`src/hw/rtl/wase_pkg.sv`:
```
`timescale 1ns / 1ps

package wase_pkg;

    localparam int ANGLE_W = 13;
    localparam int TIME_W  = 32;
    localparam int POS_W   = 32;
    localparam int SPEED_W = 32;

    // Unwrap arithmetic: wide enough for an angle difference and a full turn
    localparam int STEP_W = 18;
    localparam logic signed [STEP_W-1:0] TURN_MRAD      = 18'sd6283;
    localparam logic signed [STEP_W-1:0] HALF_TURN_MRAD = 18'sd3142;
    localparam logic signed [STEP_W-1:0] NEG_HALF_TURN  = -18'sd3142;

    // mrad/ms to mrad/s
    localparam int SCALE_W = 10;
    localparam logic [SCALE_W-1:0] MS_PER_S = 10'd1000;

    localparam int NUM_W = POS_W + SCALE_W;
    localparam int DEN_W = TIME_W;
    localparam int DIV_CNT_W = $clog2(NUM_W);

    localparam logic [SPEED_W-1:0] SPEED_MAX = 32'h7FFF_FFFF;
    localparam logic [SPEED_W-1:0] SPEED_MIN = 32'h8000_0000;

    typedef struct packed {
        logic [POS_W-1:0]  pos;
        logic [TIME_W-1:0] stamp;
    } ring_entry_t;

    typedef enum logic [2:0] {
        S_IDLE,
        S_UNWRAP,
        S_DIFF,
        S_MAG,
        S_MUL,
        S_DIV,
        S_DONE
    } state_t;

endpackage

```
`src/hw/rtl/wase_sample_if.sv`:
```
`timescale 1ns / 1ps

interface wase_sample_if;
    import wase_pkg::*;

    logic               valid;
    logic               ready;
    logic [ANGLE_W-1:0] angle_mrad;
    logic [TIME_W-1:0]  time_ms;

    modport source (output valid, output angle_mrad, output time_ms, input ready);
    modport sink   (input valid, input angle_mrad, input time_ms, output ready);
endinterface

```
`src/hw/rtl/wase_speed_if.sv`:
```
`timescale 1ns / 1ps

interface wase_speed_if;
    import wase_pkg::*;

    logic                      valid;
    logic                      ready;
    logic signed [SPEED_W-1:0] speed_mrad_s;

    modport source (output valid, output speed_mrad_s, input ready);
    modport sink   (input valid, input speed_mrad_s, output ready);
endinterface

```
`src/hw/rtl/wase_ring.sv`:
```
`timescale 1ns / 1ps

module wase_ring #(
    parameter int DEPTH = 20,
    parameter int AW    = 5
) (
    input  logic                  clk,
    input  logic                  we,
    input  logic [AW-1:0]         waddr,
    input  wase_pkg::ring_entry_t wdata,
    input  logic                  re,
    input  logic [AW-1:0]         raddr,
    output wase_pkg::ring_entry_t rdata
);
    import wase_pkg::*;

    ring_entry_t mem [DEPTH];
    ring_entry_t rdata_reg;

    always_ff @(posedge clk)
    begin
        if (we)
        begin
            mem[waddr] <= wdata;
        end
        if (re)
        begin
            rdata_reg <= mem[raddr];
        end
    end

    assign rdata = rdata_reg;

endmodule

```
`src/hw/rtl/wase_div.sv`:
```
`timescale 1ns / 1ps

module wase_div (
    input  logic                        clk,
    input  logic                        rst_n,
    input  logic                        start,
    input  logic [wase_pkg::NUM_W-1:0]  dividend,
    input  logic [wase_pkg::DEN_W-1:0]  divisor,
    output logic                        done,
    output logic [wase_pkg::NUM_W-1:0]  quotient
);
    import wase_pkg::*;

    logic                 active_reg, active_next;
    logic                 done_reg, done_next;
    logic [DIV_CNT_W-1:0] cnt_reg, cnt_next;
    logic [DEN_W-1:0]     rem_reg, rem_next;
    logic [NUM_W-1:0]     quo_reg, quo_next;
    logic [DEN_W-1:0]     den_reg, den_next;
    logic [DEN_W:0]       trial;
    logic [DEN_W:0]       diff;
    logic                 fits;

    // one restoring step: shift in the next dividend bit, subtract if it fits
    assign trial = {rem_reg, quo_reg[NUM_W-1]};
    assign diff  = trial - {1'b0, den_reg};
    assign fits  = (trial >= {1'b0, den_reg});

    always_comb
    begin
        active_next = active_reg;
        done_next   = 1'b0;
        cnt_next    = cnt_reg;
        rem_next    = rem_reg;
        quo_next    = quo_reg;
        den_next    = den_reg;
        if (start)
        begin
            active_next = 1'b1;
            cnt_next    = DIV_CNT_W'(NUM_W - 1);
            rem_next    = '0;
            quo_next    = dividend;
            den_next    = divisor;
        end
        else if (active_reg)
        begin
            rem_next = fits ? diff[DEN_W-1:0] : trial[DEN_W-1:0];
            quo_next = {quo_reg[NUM_W-2:0], fits};
            cnt_next = cnt_reg - 1'b1;
            if (cnt_reg == '0)
            begin
                active_next = 1'b0;
                done_next   = 1'b1;
            end
        end
    end

    always_ff @(posedge clk or negedge rst_n)
    begin
        if (!rst_n)
        begin
            active_reg <= 1'b0;
            done_reg   <= 1'b0;
            cnt_reg    <= '0;
        end
        else
        begin
            active_reg <= active_next;
            done_reg   <= done_next;
            cnt_reg    <= cnt_next;
        end
    end

    always_ff @(posedge clk)
    begin
        rem_reg <= rem_next;
        quo_reg <= quo_next;
        den_reg <= den_next;
    end

    assign done     = done_reg;
    assign quotient = quo_reg;

endmodule

```
`src/hw/rtl/windowed_angle_speed_estimator_unit.sv`:
```
`timescale 1ns / 1ps
// Sequence: the first sample goes from accept through the unwrap step straight to the
// output step and reports zero; every later sample passes 4 sequencer steps (unwrap,
// difference, magnitude, multiply), the radix-2 divider and 1 output step; the divider
// is skipped when elapsed time is zero. A new sample is taken only from idle, and a
// result word the sink has not taken holds the sequencer in its output step.
// Reset: rst_n is asynchronous, active low; clears the sequencer, fill count,
// ring slot and position. Ring contents are not cleared and are never read unwritten.
module windowed_angle_speed_estimator_unit #(
    parameter int WINDOW = 20
) (
    input logic          clk,
    input logic          rst_n,
    wase_sample_if.sink  sample,
    wase_speed_if.source speed
);
    import wase_pkg::*;

    localparam int SLOT_W = $clog2(WINDOW);
    localparam int CNT_W  = $clog2(WINDOW + 1);

    state_t              state_reg, state_next;
    logic                started_reg, started_next;
    logic [ANGLE_W-1:0]  last_angle_reg, last_angle_next;
    logic [POS_W-1:0]    pos_reg, pos_next;
    logic [SLOT_W-1:0]   slot_reg, slot_next;
    logic [CNT_W-1:0]    fill_reg, fill_next;
    logic                out_valid_reg, out_valid_next;

    logic [ANGLE_W-1:0]  angle_reg, angle_next;
    logic [TIME_W-1:0]   time_reg, time_next;
    logic [POS_W-1:0]    dpos_reg, dpos_next;
    logic [TIME_W-1:0]   elapsed_reg, elapsed_next;
    logic [POS_W-1:0]    mag_reg, mag_next;
    logic                neg_reg, neg_next;
    logic                zero_reg, zero_next;
    logic [SPEED_W-1:0]  out_speed_reg, out_speed_next;

    logic signed [STEP_W-1:0] cur_s, prev_s, diff_s, step_s;
    logic [POS_W-1:0]    pos_sum;
    logic                filling;
    logic [SLOT_W-1:0]   slot_inc;
    logic [SLOT_W-1:0]   ref_slot;

    logic                ring_we, ring_re;
    logic [SLOT_W-1:0]   ring_waddr, ring_raddr;
    ring_entry_t         ring_wdata, ring_rdata;

    logic                div_start, div_done;
    logic [NUM_W-1:0]    div_dividend, quotient;
    logic                q_over;
    logic [SPEED_W-1:0]  speed_sat;
    logic                load_out;

    // unwrap across the zero crossing
    always_comb
    begin
        cur_s  = $signed({{(STEP_W - ANGLE_W){1'b0}}, angle_reg});
        prev_s = $signed({{(STEP_W - ANGLE_W){1'b0}}, last_angle_reg});
        diff_s = cur_s - prev_s;
        if (diff_s > HALF_TURN_MRAD)
        begin
            step_s = diff_s - TURN_MRAD;
        end
        else if (diff_s < NEG_HALF_TURN)
        begin
            step_s = diff_s + TURN_MRAD;
        end
        else
        begin
            step_s = diff_s;
        end
    end

    assign pos_sum  = pos_reg + {{(POS_W - STEP_W){step_s[STEP_W-1]}}, step_s};
    assign filling  = (fill_reg < CNT_W'(WINDOW));
    assign slot_inc = (slot_reg == SLOT_W'(WINDOW - 1)) ? '0 : slot_reg + 1'b1;
    assign ref_slot = filling ? '0 : slot_inc;

    assign div_dividend = NUM_W'(mag_reg) * NUM_W'(MS_PER_S);
    assign div_start    = (state_reg == S_MUL) && !zero_reg;

    // saturate the quotient into the signed result range
    always_comb
    begin
        q_over = (quotient[NUM_W-1:SPEED_W-1] != '0);
        if (zero_reg)
        begin
            speed_sat = '0;
        end
        else if (neg_reg)
        begin
            speed_sat = q_over ? SPEED_MIN : ('0 - quotient[SPEED_W-1:0]);
        end
        else
        begin
            speed_sat = q_over ? SPEED_MAX : quotient[SPEED_W-1:0];
        end
    end

    assign load_out = (state_reg == S_DONE) && (!out_valid_reg || speed.ready);

    always_comb
    begin
        state_next      = state_reg;
        started_next    = started_reg;
        last_angle_next = last_angle_reg;
        pos_next        = pos_reg;
        slot_next       = slot_reg;
        fill_next       = fill_reg;
        angle_next      = angle_reg;
        time_next       = time_reg;
        dpos_next       = dpos_reg;
        elapsed_next    = elapsed_reg;
        mag_next        = mag_reg;
        neg_next        = neg_reg;
        zero_next       = zero_reg;
        out_speed_next  = out_speed_reg;
        out_valid_next  = out_valid_reg && !speed.ready;
        ring_we         = 1'b0;
        ring_re         = 1'b0;
        ring_waddr      = slot_reg;
        ring_raddr      = ref_slot;
        ring_wdata      = '{pos: pos_sum, stamp: time_reg};

        case (state_reg)
            S_IDLE:
            begin
                if (sample.valid)
                begin
                    angle_next = sample.angle_mrad;
                    time_next  = sample.time_ms;
                    state_next = S_UNWRAP;
                end
            end
            S_UNWRAP:
            begin
                last_angle_next = angle_reg;
                ring_we         = 1'b1;
                if (!started_reg)
                begin
                    // first sample: seed slot 0, report zero
                    started_next = 1'b1;
                    pos_next     = '0;
                    ring_waddr   = '0;
                    ring_wdata   = '{pos: '0, stamp: time_reg};
                    slot_next    = SLOT_W'(1);
                    fill_next    = CNT_W'(1);
                    zero_next    = 1'b1;
                    state_next   = S_DONE;
                end
                else
                begin
                    pos_next   = pos_sum;
                    ring_re    = 1'b1;
                    slot_next  = slot_inc;
                    if (filling)
                    begin
                        fill_next = fill_reg + 1'b1;
                    end
                    state_next = S_DIFF;
                end
            end
            S_DIFF:
            begin
                dpos_next    = pos_reg - ring_rdata.pos;
                elapsed_next = time_reg - ring_rdata.stamp;
                state_next   = S_MAG;
            end
            S_MAG:
            begin
                neg_next   = dpos_reg[POS_W-1];
                mag_next   = dpos_reg[POS_W-1] ? (~dpos_reg + 1'b1) : dpos_reg;
                zero_next  = (elapsed_reg == '0);
                state_next = S_MUL;
            end
            S_MUL:
            begin
                state_next = zero_reg ? S_DONE : S_DIV;
            end
            S_DIV:
            begin
                if (div_done)
                begin
                    state_next = S_DONE;
                end
            end
            S_DONE:
            begin
                // hold until the output register is free
                if (load_out)
                begin
                    out_speed_next = speed_sat;
                    out_valid_next = 1'b1;
                    state_next     = S_IDLE;
                end
            end
            default:
            begin
                state_next = S_IDLE;
            end
        endcase
    end

    always_ff @(posedge clk or negedge rst_n)
    begin
        if (!rst_n)
        begin
            state_reg      <= S_IDLE;
            started_reg    <= 1'b0;
            last_angle_reg <= '0;
            pos_reg        <= '0;
            slot_reg       <= '0;
            fill_reg       <= '0;
            out_valid_reg  <= 1'b0;
        end
        else
        begin
            state_reg      <= state_next;
            started_reg    <= started_next;
            last_angle_reg <= last_angle_next;
            pos_reg        <= pos_next;
            slot_reg       <= slot_next;
            fill_reg       <= fill_next;
            out_valid_reg  <= out_valid_next;
        end
    end

    always_ff @(posedge clk)
    begin
        angle_reg     <= angle_next;
        time_reg      <= time_next;
        dpos_reg      <= dpos_next;
        elapsed_reg   <= elapsed_next;
        mag_reg       <= mag_next;
        neg_reg       <= neg_next;
        zero_reg      <= zero_next;
        out_speed_reg <= out_speed_next;
    end

    wase_ring #(
        .DEPTH (WINDOW),
        .AW    (SLOT_W)
    ) u_ring (
        .clk   (clk),
        .we    (ring_we),
        .waddr (ring_waddr),
        .wdata (ring_wdata),
        .re    (ring_re),
        .raddr (ring_raddr),
        .rdata (ring_rdata)
    );

    wase_div u_div (
        .clk      (clk),
        .rst_n    (rst_n),
        .start    (div_start),
        .dividend (div_dividend),
        .divisor  (elapsed_reg),
        .done     (div_done),
        .quotient (quotient)
    );

    assign sample.ready       = (state_reg == S_IDLE);
    assign speed.valid        = out_valid_reg;
    assign speed.speed_mrad_s = $signed(out_speed_reg);

`ifndef SYNTH
    a_slot_range: assert property (@(posedge clk) disable iff (!rst_n)
        (int'(slot_reg) < WINDOW) && (fill_reg <= CNT_W'(WINDOW)))
        else $error("ring slot or fill count out of range");

    a_fill_tracks_slot: assert property (@(posedge clk) disable iff (!rst_n)
        (started_reg && filling) |-> (CNT_W'(slot_reg) == fill_reg))
        else $error("ring slot does not follow fill count while filling");

    a_accept_starts: assert property (@(posedge clk) disable iff (!rst_n)
        (sample.valid && sample.ready) |=> (state_reg == S_UNWRAP))
        else $error("accepted word did not start the sequencer");

    a_div_done_state: assert property (@(posedge clk) disable iff (!rst_n)
        div_done |-> (state_reg == S_DIV))
        else $error("divider finished outside the divide step");
`endif

endmodule
```
`src/flat_wrapper.sv`:
```
// flat-port wrapper written by rule: the top's interface ports become plain ports
module windowed_angle_speed_estimator_unit_flat import wase_pkg::*;
#(
    parameter int WINDOW = 20
)
  (clk, rst_n, sample_valid, sample_angle_mrad, sample_time_ms, sample_ready, speed_valid, speed_speed_mrad_s, speed_ready);
  wase_sample_if sample_i ();
  wase_speed_if speed_i ();
  input logic clk;
  input logic rst_n;
  input wire logic [$bits(sample_i.valid)-1:0] sample_valid;
  input wire logic [$bits(sample_i.angle_mrad)-1:0] sample_angle_mrad;
  input wire logic [$bits(sample_i.time_ms)-1:0] sample_time_ms;
  output wire logic [$bits(sample_i.ready)-1:0] sample_ready;
  output wire logic [$bits(speed_i.valid)-1:0] speed_valid;
  output wire logic [$bits(speed_i.speed_mrad_s)-1:0] speed_speed_mrad_s;
  input wire logic [$bits(speed_i.ready)-1:0] speed_ready;
  assign sample_i.valid = sample_valid;
  assign sample_i.angle_mrad = sample_angle_mrad;
  assign sample_i.time_ms = sample_time_ms;
  assign sample_ready = sample_i.ready;
  assign speed_valid = speed_i.valid;
  assign speed_speed_mrad_s = speed_i.speed_mrad_s;
  assign speed_i.ready = speed_ready;
  windowed_angle_speed_estimator_unit #(.WINDOW(WINDOW)) u_core (.clk(clk), .rst_n(rst_n), .sample(sample_i), .speed(speed_i));
endmodule
```
`config.mk`:
```
export PLATFORM = sky130hd
export DESIGN_NAME = windowed_angle_speed_estimator_unit_flat
export DESIGN_NICKNAME = d
export VERILOG_FILES = /design/src/hw/rtl/wase_pkg.sv /design/src/hw/rtl/wase_sample_if.sv /design/src/hw/rtl/wase_speed_if.sv /design/src/hw/rtl/wase_ring.sv /design/src/hw/rtl/wase_div.sv /design/src/hw/rtl/windowed_angle_speed_estimator_unit.sv /design/src/flat_wrapper.sv
export SDC_FILE = /design/constraint.sdc
export NUM_CORES = 2
export LEC_CHECK = 0
export BUFFER_PORTS_ARGS = -buffer_cell sky130_fd_sc_hd__buf_2
export CAP_MARGIN = 20
export CORE_MARGIN = 5
export CORE_UTILIZATION = 62
export CTS_BUF_LIST = sky130_fd_sc_hd__clkbuf_4 sky130_fd_sc_hd__clkbuf_8
export CTS_CLUSTER_SIZE = 10
export DETAILED_ROUTE_END_ITERATION = 12
export PLACE_DENSITY = 0.78
export REMOVE_ABC_BUFFERS = 1
export SETUP_SLACK_MARGIN = 0.15
export SYNTH_ARGS = -nofsm -noshare
export SYNTH_HDL_FRONTEND = slang
export SYNTH_SLANG_ARGS = --single-unit
```
`constraint.sdc`:
```
create_clock -name clk -period 23.5 [get_ports clk]
set_input_delay 2.35 -clock clk [delete_from_list [all_inputs] [get_ports clk]]
set_output_delay 2.35 -clock clk [all_outputs]
set_load 0.05 [all_outputs]
```
Yosys cells after proc, flatten, opt, wreduce, memory -nomap -nowiden
Memory sizes are Yosys's and may differ from the RTL's. A register that Yosys moved wholly into a read port is not among the register bits. Index checks and enable logic that the tools add are counted.

$add $sub $neg: 12. Reduce and logical (&&, ||, !) cells: 18. Multiply operators: 1. Bitwise gates (word level): 1. $lt $le $gt $ge: 4. Multiplexer cells: 42. Equal/unequal tests: 12.

Operator list (number): 32-bit two-way mux (5); 64-bit two-way mux (2); 32-bit subtractor (3); 42-bit two-way mux (2); 32-bit by 7-bit multiplier with 39-bit output (second input constant) (1); 18-bit two-way mux (2); 5-bit two-way mux (7); 33-bit by 32-bit >= comparator with 1-bit output (1); 32-bit by 1-bit adder with 32-bit output (second input constant) (1); 32-bit adder (1); 32-bit zero test (1); 32-bit NOT (1); 1-bit by 32-bit subtractor with 32-bit output (first input constant) (1); 31-bit two-way mux (1); 3-bit one-hot mux with 7 select lines (1); 18-bit by 14-bit adder with 18-bit output (second input constant) (1); 18-bit by 13-bit > comparator with 1-bit output (second input constant) (1); 18-bit by 13-bit < comparator with 1-bit output (second input constant) (1); 18-bit by 14-bit subtractor with 18-bit output (second input constant) (1); 1-bit two-way mux (14); 13-bit by 13-bit subtractor with 14-bit output (1); 3-bit two-way mux (4); 6-bit two-way mux (2); 11-bit nonzero test (1); 19 further kinds (34).

Flip-flop bits (word level): 349. RAM bits: 1280. Memories: 1. Logic and storage cells: 114. Output and inout bits: 34.

Memories: u_core.u_ring.mem (words 20, width 64, rd ports 1, clocked after memory_dff 1, write ports 1, RTL line wase_ring.sv:17) `ring_entry_t mem [DEPTH];`.

Longest topological paths before layout
Depth in word-level cells: 7. Mapped depth: 28. Mapped depth without buffers: 27.

By module
A second synthesis with hierarchy kept.

Cell total of the unflattened synthesis: 5395. Area, all modules: 77926.0 um^2.

Modules (own cells, without submodules): wase_ring (times used 1, cells an instance 2682, seq. area each 40358.7 um^2, area each 51076.5 um^2); windowed_angle_speed_estimator_unit (times used 1, cells an instance 2120, seq. area each 6756.5 um^2, area each 20500.9 um^2); wase_div (times used 1, cells an instance 593, seq. area each 3062.9 um^2, area each 6348.6 um^2).

Worst setup path after synthesis
Ideal clock, no wire load.

Kind: flip-flop to flip-flop. Start: register u_core.state_reg[2]. End: memory u_core.u_ring.mem[16][0] in the netlist's numbering, enable pin. Data arrival time: 7.676 ns. Setup slack: 15.180 ns. Period minus slack after synthesis: 8.320 ns. Path buffers: 2. Cell stages (with the launch flop): 6. Library setup time: 0.644 ns. Data required time: 22.856 ns. Cell sequence: dfrtp_1 clkbuf_1 nor3b_1 nand2_1 clkbuf_1 nor4_1.

Longest elaborated chain between the ends: 4. Elaborated cells on any way between the ends: 5. Those cells by class: eq/ne: 1; mux: 4.

Ends and longest elaborated chain: start, declared (RTL line windowed_angle_speed_estimator_unit.sv:22) `state_t state_reg, state_next;`; start signal, assigned (RTL line windowed_angle_speed_estimator_unit.sv:219) `state_reg <= state_next;`; 3-bit by 1-bit equality test with 1-bit output (*) (RTL line windowed_angle_speed_estimator_unit.sv:126) `case (state_reg)`; 1-bit two-way mux (RTL line windowed_angle_speed_estimator_unit.sv:126); 1-bit two-way mux (RTL line wase_ring.sv:22) `if (we)`; 1-bit two-way mux (not written as such) (RTL line wase_ring.sv:24) `mem[waddr] <= wdata;`; end, declared (RTL line wase_ring.sv:17).

Mark *: on every way between the ends. The rest lies on a longest branch, timed or not.

==> results.cfg <==
[run_status]
status = finished clean

[synth]
synthesis.area_per_instance_um2 = 12.4
synth_sequential_area_ratio_pct = 63.6
multiplexer_fraction_of_the_synthesized_cell_area_pct = 0.203
synth_largest_type_area_fraction_pct = 60.6
number_of_flops_mapped_to_enable_cells_by_yosys = 1590
syn-cell-area_um2 = 78800
number_of_register_bits_inferred_by_synthesis = 1693
yosys-top-cells-area = sky130_fd_sc_hd__edfxtp_1 (61%), sky130_fd_sc_hd__nand2_1 (3.9%), sky130_fd_sc_hd__ha_1 (3.7%), sky130_fd_sc_hd__fa_1 (3.1%), sky130_fd_sc_hd__dfrtp_1 (2.2%)
synth-compound-area-share_pct = 11.5
ys_dominant_reg_cell = sky130_fd_sc_hd__edfxtp_1
yosys.area.top_type = sky130_fd_sc_hd__edfxtp_1
netlist_instances = 6376
synthSimpleGateAreaFrac_pct = 12.8
post_synth_adder_cell_area_pct = 6.84
count_of_warnings_emitted_by_yosys = 0
yosys.cell_types.count = 79
synth_top_family_by_area = simple AND/OR/NAND/NOR gates
postSynth.asyncResetShare_pct = 4.02
synth_xor_xnor_area_share_pct = 2.34

[die]
fp.coreArea_um2 = 126000
die_width_um = 367
std_cell_rows = 130
fp.dieH_um = 367
initial_utilization_pct = 62.5
i_o_pin_count = 83
fp.dieArea_um2 = 134000

[clock_network]
sink_count = 1693
cts-buffers-inserted = 287
clock_latency_ns = 1.02
cts.hold.buffers_added = 0
clock_tree.htree_level_count = 5
clk_transition_reported_paths_ns = 0.06
clock_buffer_depth = 4
post_cts_buffers = 0
ctsRootBufferMaster = sky130_fd_sc_hd__clkbuf_8
tritoncts = built
cts.repair.resized = 0

[timing]
slew_violations = 0
fmax_ghz = 0.126
finClkSkew_ns = 0.0770
slew_headroom_pct = 21.8
layout_min_cycle_time_ns = 7.91
final_setup_violating_endpoints = 0
final.period_utilization_pct = 33.6
hold_violations = 0
final_critical_path_setup_slack_ns = 15.59
hold_ws_ns = 0.436
tightestPinTransition_ns = 1.17
grt_setup_unrepaired = false

[worst_setup_path]
worst_r2r_path_depth = 25
cp.arrival_ns = 8.54
regToRegStartpoint = u_core.last_angle_reg[0]$_DFFE_PN0P_
worst_r2r_endpoint = u_core.u_ring.mem[15][62]$_DFFE_PP_
timing.critical_path.fanout_max = 20
timing.critical_path.from_type = flip-flop
cp-endpoint = u_core.u_ring.mem[15][62]$_DFFE_PP_
reg2reg_setup_slack_ns = 15.59
endpoint_kind = flip-flop
required_ns = 24.14
worst_setup_path_startpoint = u_core.last_angle_reg[0]$_DFFE_PN0P_
critPathKind = reg2reg

[grt]
grt_usage_pct = 29.8
largest_net_degree_at_the_start_of_global_routing = 180
wire_length_of_the_first_global_routing_pass_um = 311000
number_of_antenna_violations_at_the_first_check_in_global_routing = 5
grt_remaining_overflow = 0
first_global_vias = 53300

[layout]
area_growth_syn_to_layout_pct = 9.76
multi_input_combinational_cell_area_um2 = 26900
most-common-layout-cells = sky130_fd_sc_hd__edfxtp_1 (1,590), sky130_fd_sc_hd__nand2_1 (821), sky130_fd_sc_hd__nor2_1 (428), sky130_fd_sc_hd__nand3_1 (320), sky130_fd_sc_hd__clkbuf_8 (301)
design.final.nets = 6882
post_route_cells_drive_above_1_share_pct = 10.3
final_cells = 8308
mostFrequentLayoutCell = sky130_fd_sc_hd__edfxtp_1
seq_area_um2 = 50100
n_fill_cell = 8486
largest_register_ffs = 1280
postLayoutCoreUtil_pct = 68.6

[place]
dpl.cell_count = 7818
dp_hpwl_um = 110000
place_congestion = 0.904
pre_cts_ws_ns = 15.68
placement.io_buffers = 82

[routing]
remaining_drc_errors = 0
drt_first_pass_iters = 6
initial_drt_markers = 7138
postRouteAntennaNets = 0
postRouteWirelength_um = 204000
dr_total_vias = 54300
drt-wirelength-per-cell_um = 24.5
detail_route.vias_per_cell = 6.53

[min_path]
min-delay-path-class = reg2reg

[job]
max_cap_viol_count = 0
[critical path: stages, from the launching register on]
cell	delay, ns
sky130_fd_sc_hd__dfrtp_1	0.38
sky130_fd_sc_hd__ha_1	0.21
sky130_fd_sc_hd__fa_1	0.43
sky130_fd_sc_hd__nor2b_1	0.21
sky130_fd_sc_hd__o311a_1	0.23
sky130_fd_sc_hd__o211a_1	0.25
sky130_fd_sc_hd__o41ai_2	0.10
sky130_fd_sc_hd__xnor2_1	0.56
sky130_fd_sc_hd__o311ai_0	0.32
sky130_fd_sc_hd__and2_1	0.26
sky130_fd_sc_hd__nor2_1	0.60
sky130_fd_sc_hd__o31a_1	0.24
sky130_fd_sc_hd__a21oi_1	0.18
sky130_fd_sc_hd__xnor2_1	0.21
sky130_fd_sc_hd__ha_1	0.24
sky130_fd_sc_hd__a2111oi_0	0.48
sky130_fd_sc_hd__o21ai_0	0.18
sky130_fd_sc_hd__a21o_1	0.22
sky130_fd_sc_hd__a21oi_1	0.15
sky130_fd_sc_hd__o21ai_0	0.10
sky130_fd_sc_hd__o21bai_1	0.22
sky130_fd_sc_hd__a41oi_1	0.40
sky130_fd_sc_hd__a21oi_1	0.15
sky130_fd_sc_hd__a211oi_1	0.29
sky130_fd_sc_hd__xor2_1	0.14
sky130_fd_sc_hd__nor2_1	0.86
[worst min-delay path by stage]
stage | slack (ns) | from | cells after the start | to
after global placement | 0.43 | u_core.elapsed_reg[19]$_DFFE_PP_ | 0 | u_core.u_div.den_reg[19]$_DFFE_PP_
after detailed placement | 0.44 | u_core.elapsed_reg[29]$_DFFE_PP_ | 0 | u_core.u_div.den_reg[29]$_DFFE_PP_
after global routing | 0.46 | u_core.elapsed_reg[2]$_DFFE_PP_ | 0 | u_core.u_div.den_reg[2]$_DFFE_PP_
after floorplan | 0.43 | u_core.elapsed_reg[16]$_DFFE_PP_ | 0 | u_core.u_div.den_reg[16]$_DFFE_PP_
final | 0.44 | u_core.elapsed_reg[2]$_DFFE_PP_ | 0 | u_core.u_div.den_reg[2]$_DFFE_PP_
after CTS | 0.45 | u_core.elapsed_reg[2]$_DFFE_PP_ | 0 | u_core.u_div.den_reg[2]$_DFFE_PP_
[metal layers]
layer,track usage [%],part of all wire [%],up-vias
li1,-,-,24100
met1,41.0,38,26300
met2,47.4,47,3383
met3,6.68,12,461
met4,10.6,3.2,0
met5,0,0,-
[cell usage after synthesis, types with 10 or more instances]
cell type / count
sky130_fd_sc_hd__a2111oi_0: 10
sky130_fd_sc_hd__xnor2_1: 147
sky130_fd_sc_hd__edfxtp_1: 1590
sky130_fd_sc_hd__a31oi_1: 14
sky130_fd_sc_hd__nor4_1: 20
sky130_fd_sc_hd__o21a_1: 40
sky130_fd_sc_hd__xor2_1: 64
sky130_fd_sc_hd__clkbuf_1: 326
sky130_fd_sc_hd__o31ai_1: 85
sky130_fd_sc_hd__o21bai_1: 29
sky130_fd_sc_hd__and3_1: 76
sky130_fd_sc_hd__or3_1: 144
sky130_fd_sc_hd__nand4_1: 21
sky130_fd_sc_hd__fa_1: 123
sky130_fd_sc_hd__and2_1: 10
sky130_fd_sc_hd__nor2_1: 447
sky130_fd_sc_hd__a21o_1: 75
sky130_fd_sc_hd__or2_2: 13
sky130_fd_sc_hd__a21oi_1: 221
sky130_fd_sc_hd__nor3_1: 235
sky130_fd_sc_hd__o21ai_0: 291
sky130_fd_sc_hd__o311ai_0: 131
sky130_fd_sc_hd__mux2i_1: 16
sky130_fd_sc_hd__o211ai_1: 145
sky130_fd_sc_hd__a311oi_1: 130
sky130_fd_sc_hd__nor2b_1: 28
sky130_fd_sc_hd__ha_1: 234
sky130_fd_sc_hd__inv_1: 194
sky130_fd_sc_hd__nand3_1: 322
sky130_fd_sc_hd__dfrtp_1: 68
sky130_fd_sc_hd__nand2_1: 823
sky130_fd_sc_hd__a211oi_1: 30
sky130_fd_sc_hd__dfxtp_1: 35
sky130_fd_sc_hd__buf_1: 45
sky130_fd_sc_hd__o41ai_1: 14
sky130_fd_sc_hd__nand2b_1: 38
[through the flow]
stage,TNS [ns],cell area [um^2]
after global placement,0,81000
after floorplan,-237.86,77400
after global routing,0,86500
final,0,86500
after detailed placement,0,81100
after CTS,0,86300
[layout make-up]
type,count,area share (%)
Clock inverter,74,0.515
Clock buffer,395,5.60
Sequential cell,1693,58.0
Inverter,195,0.849
Antenna cell,2,0.00578
Multi-Input combinational cell,4116,31.0
Timing Repair Buffer,183,1.64
Tap cell,1650,2.39
[cell families after synthesis]
kind of cell | Yosys count
AO/OA/AOI/OAI | 1309
XOR/XNOR | 211
adder cells (fa/ha/maj) | 357
buffers and inverters | 567
flip-flops | 1693
multiplexers | 16
AND/OR/NAND/NOR | 2223
Power is not shown: default switching activity piles up to over one toggle a cycle in this logic, so the estimate is an artifact.
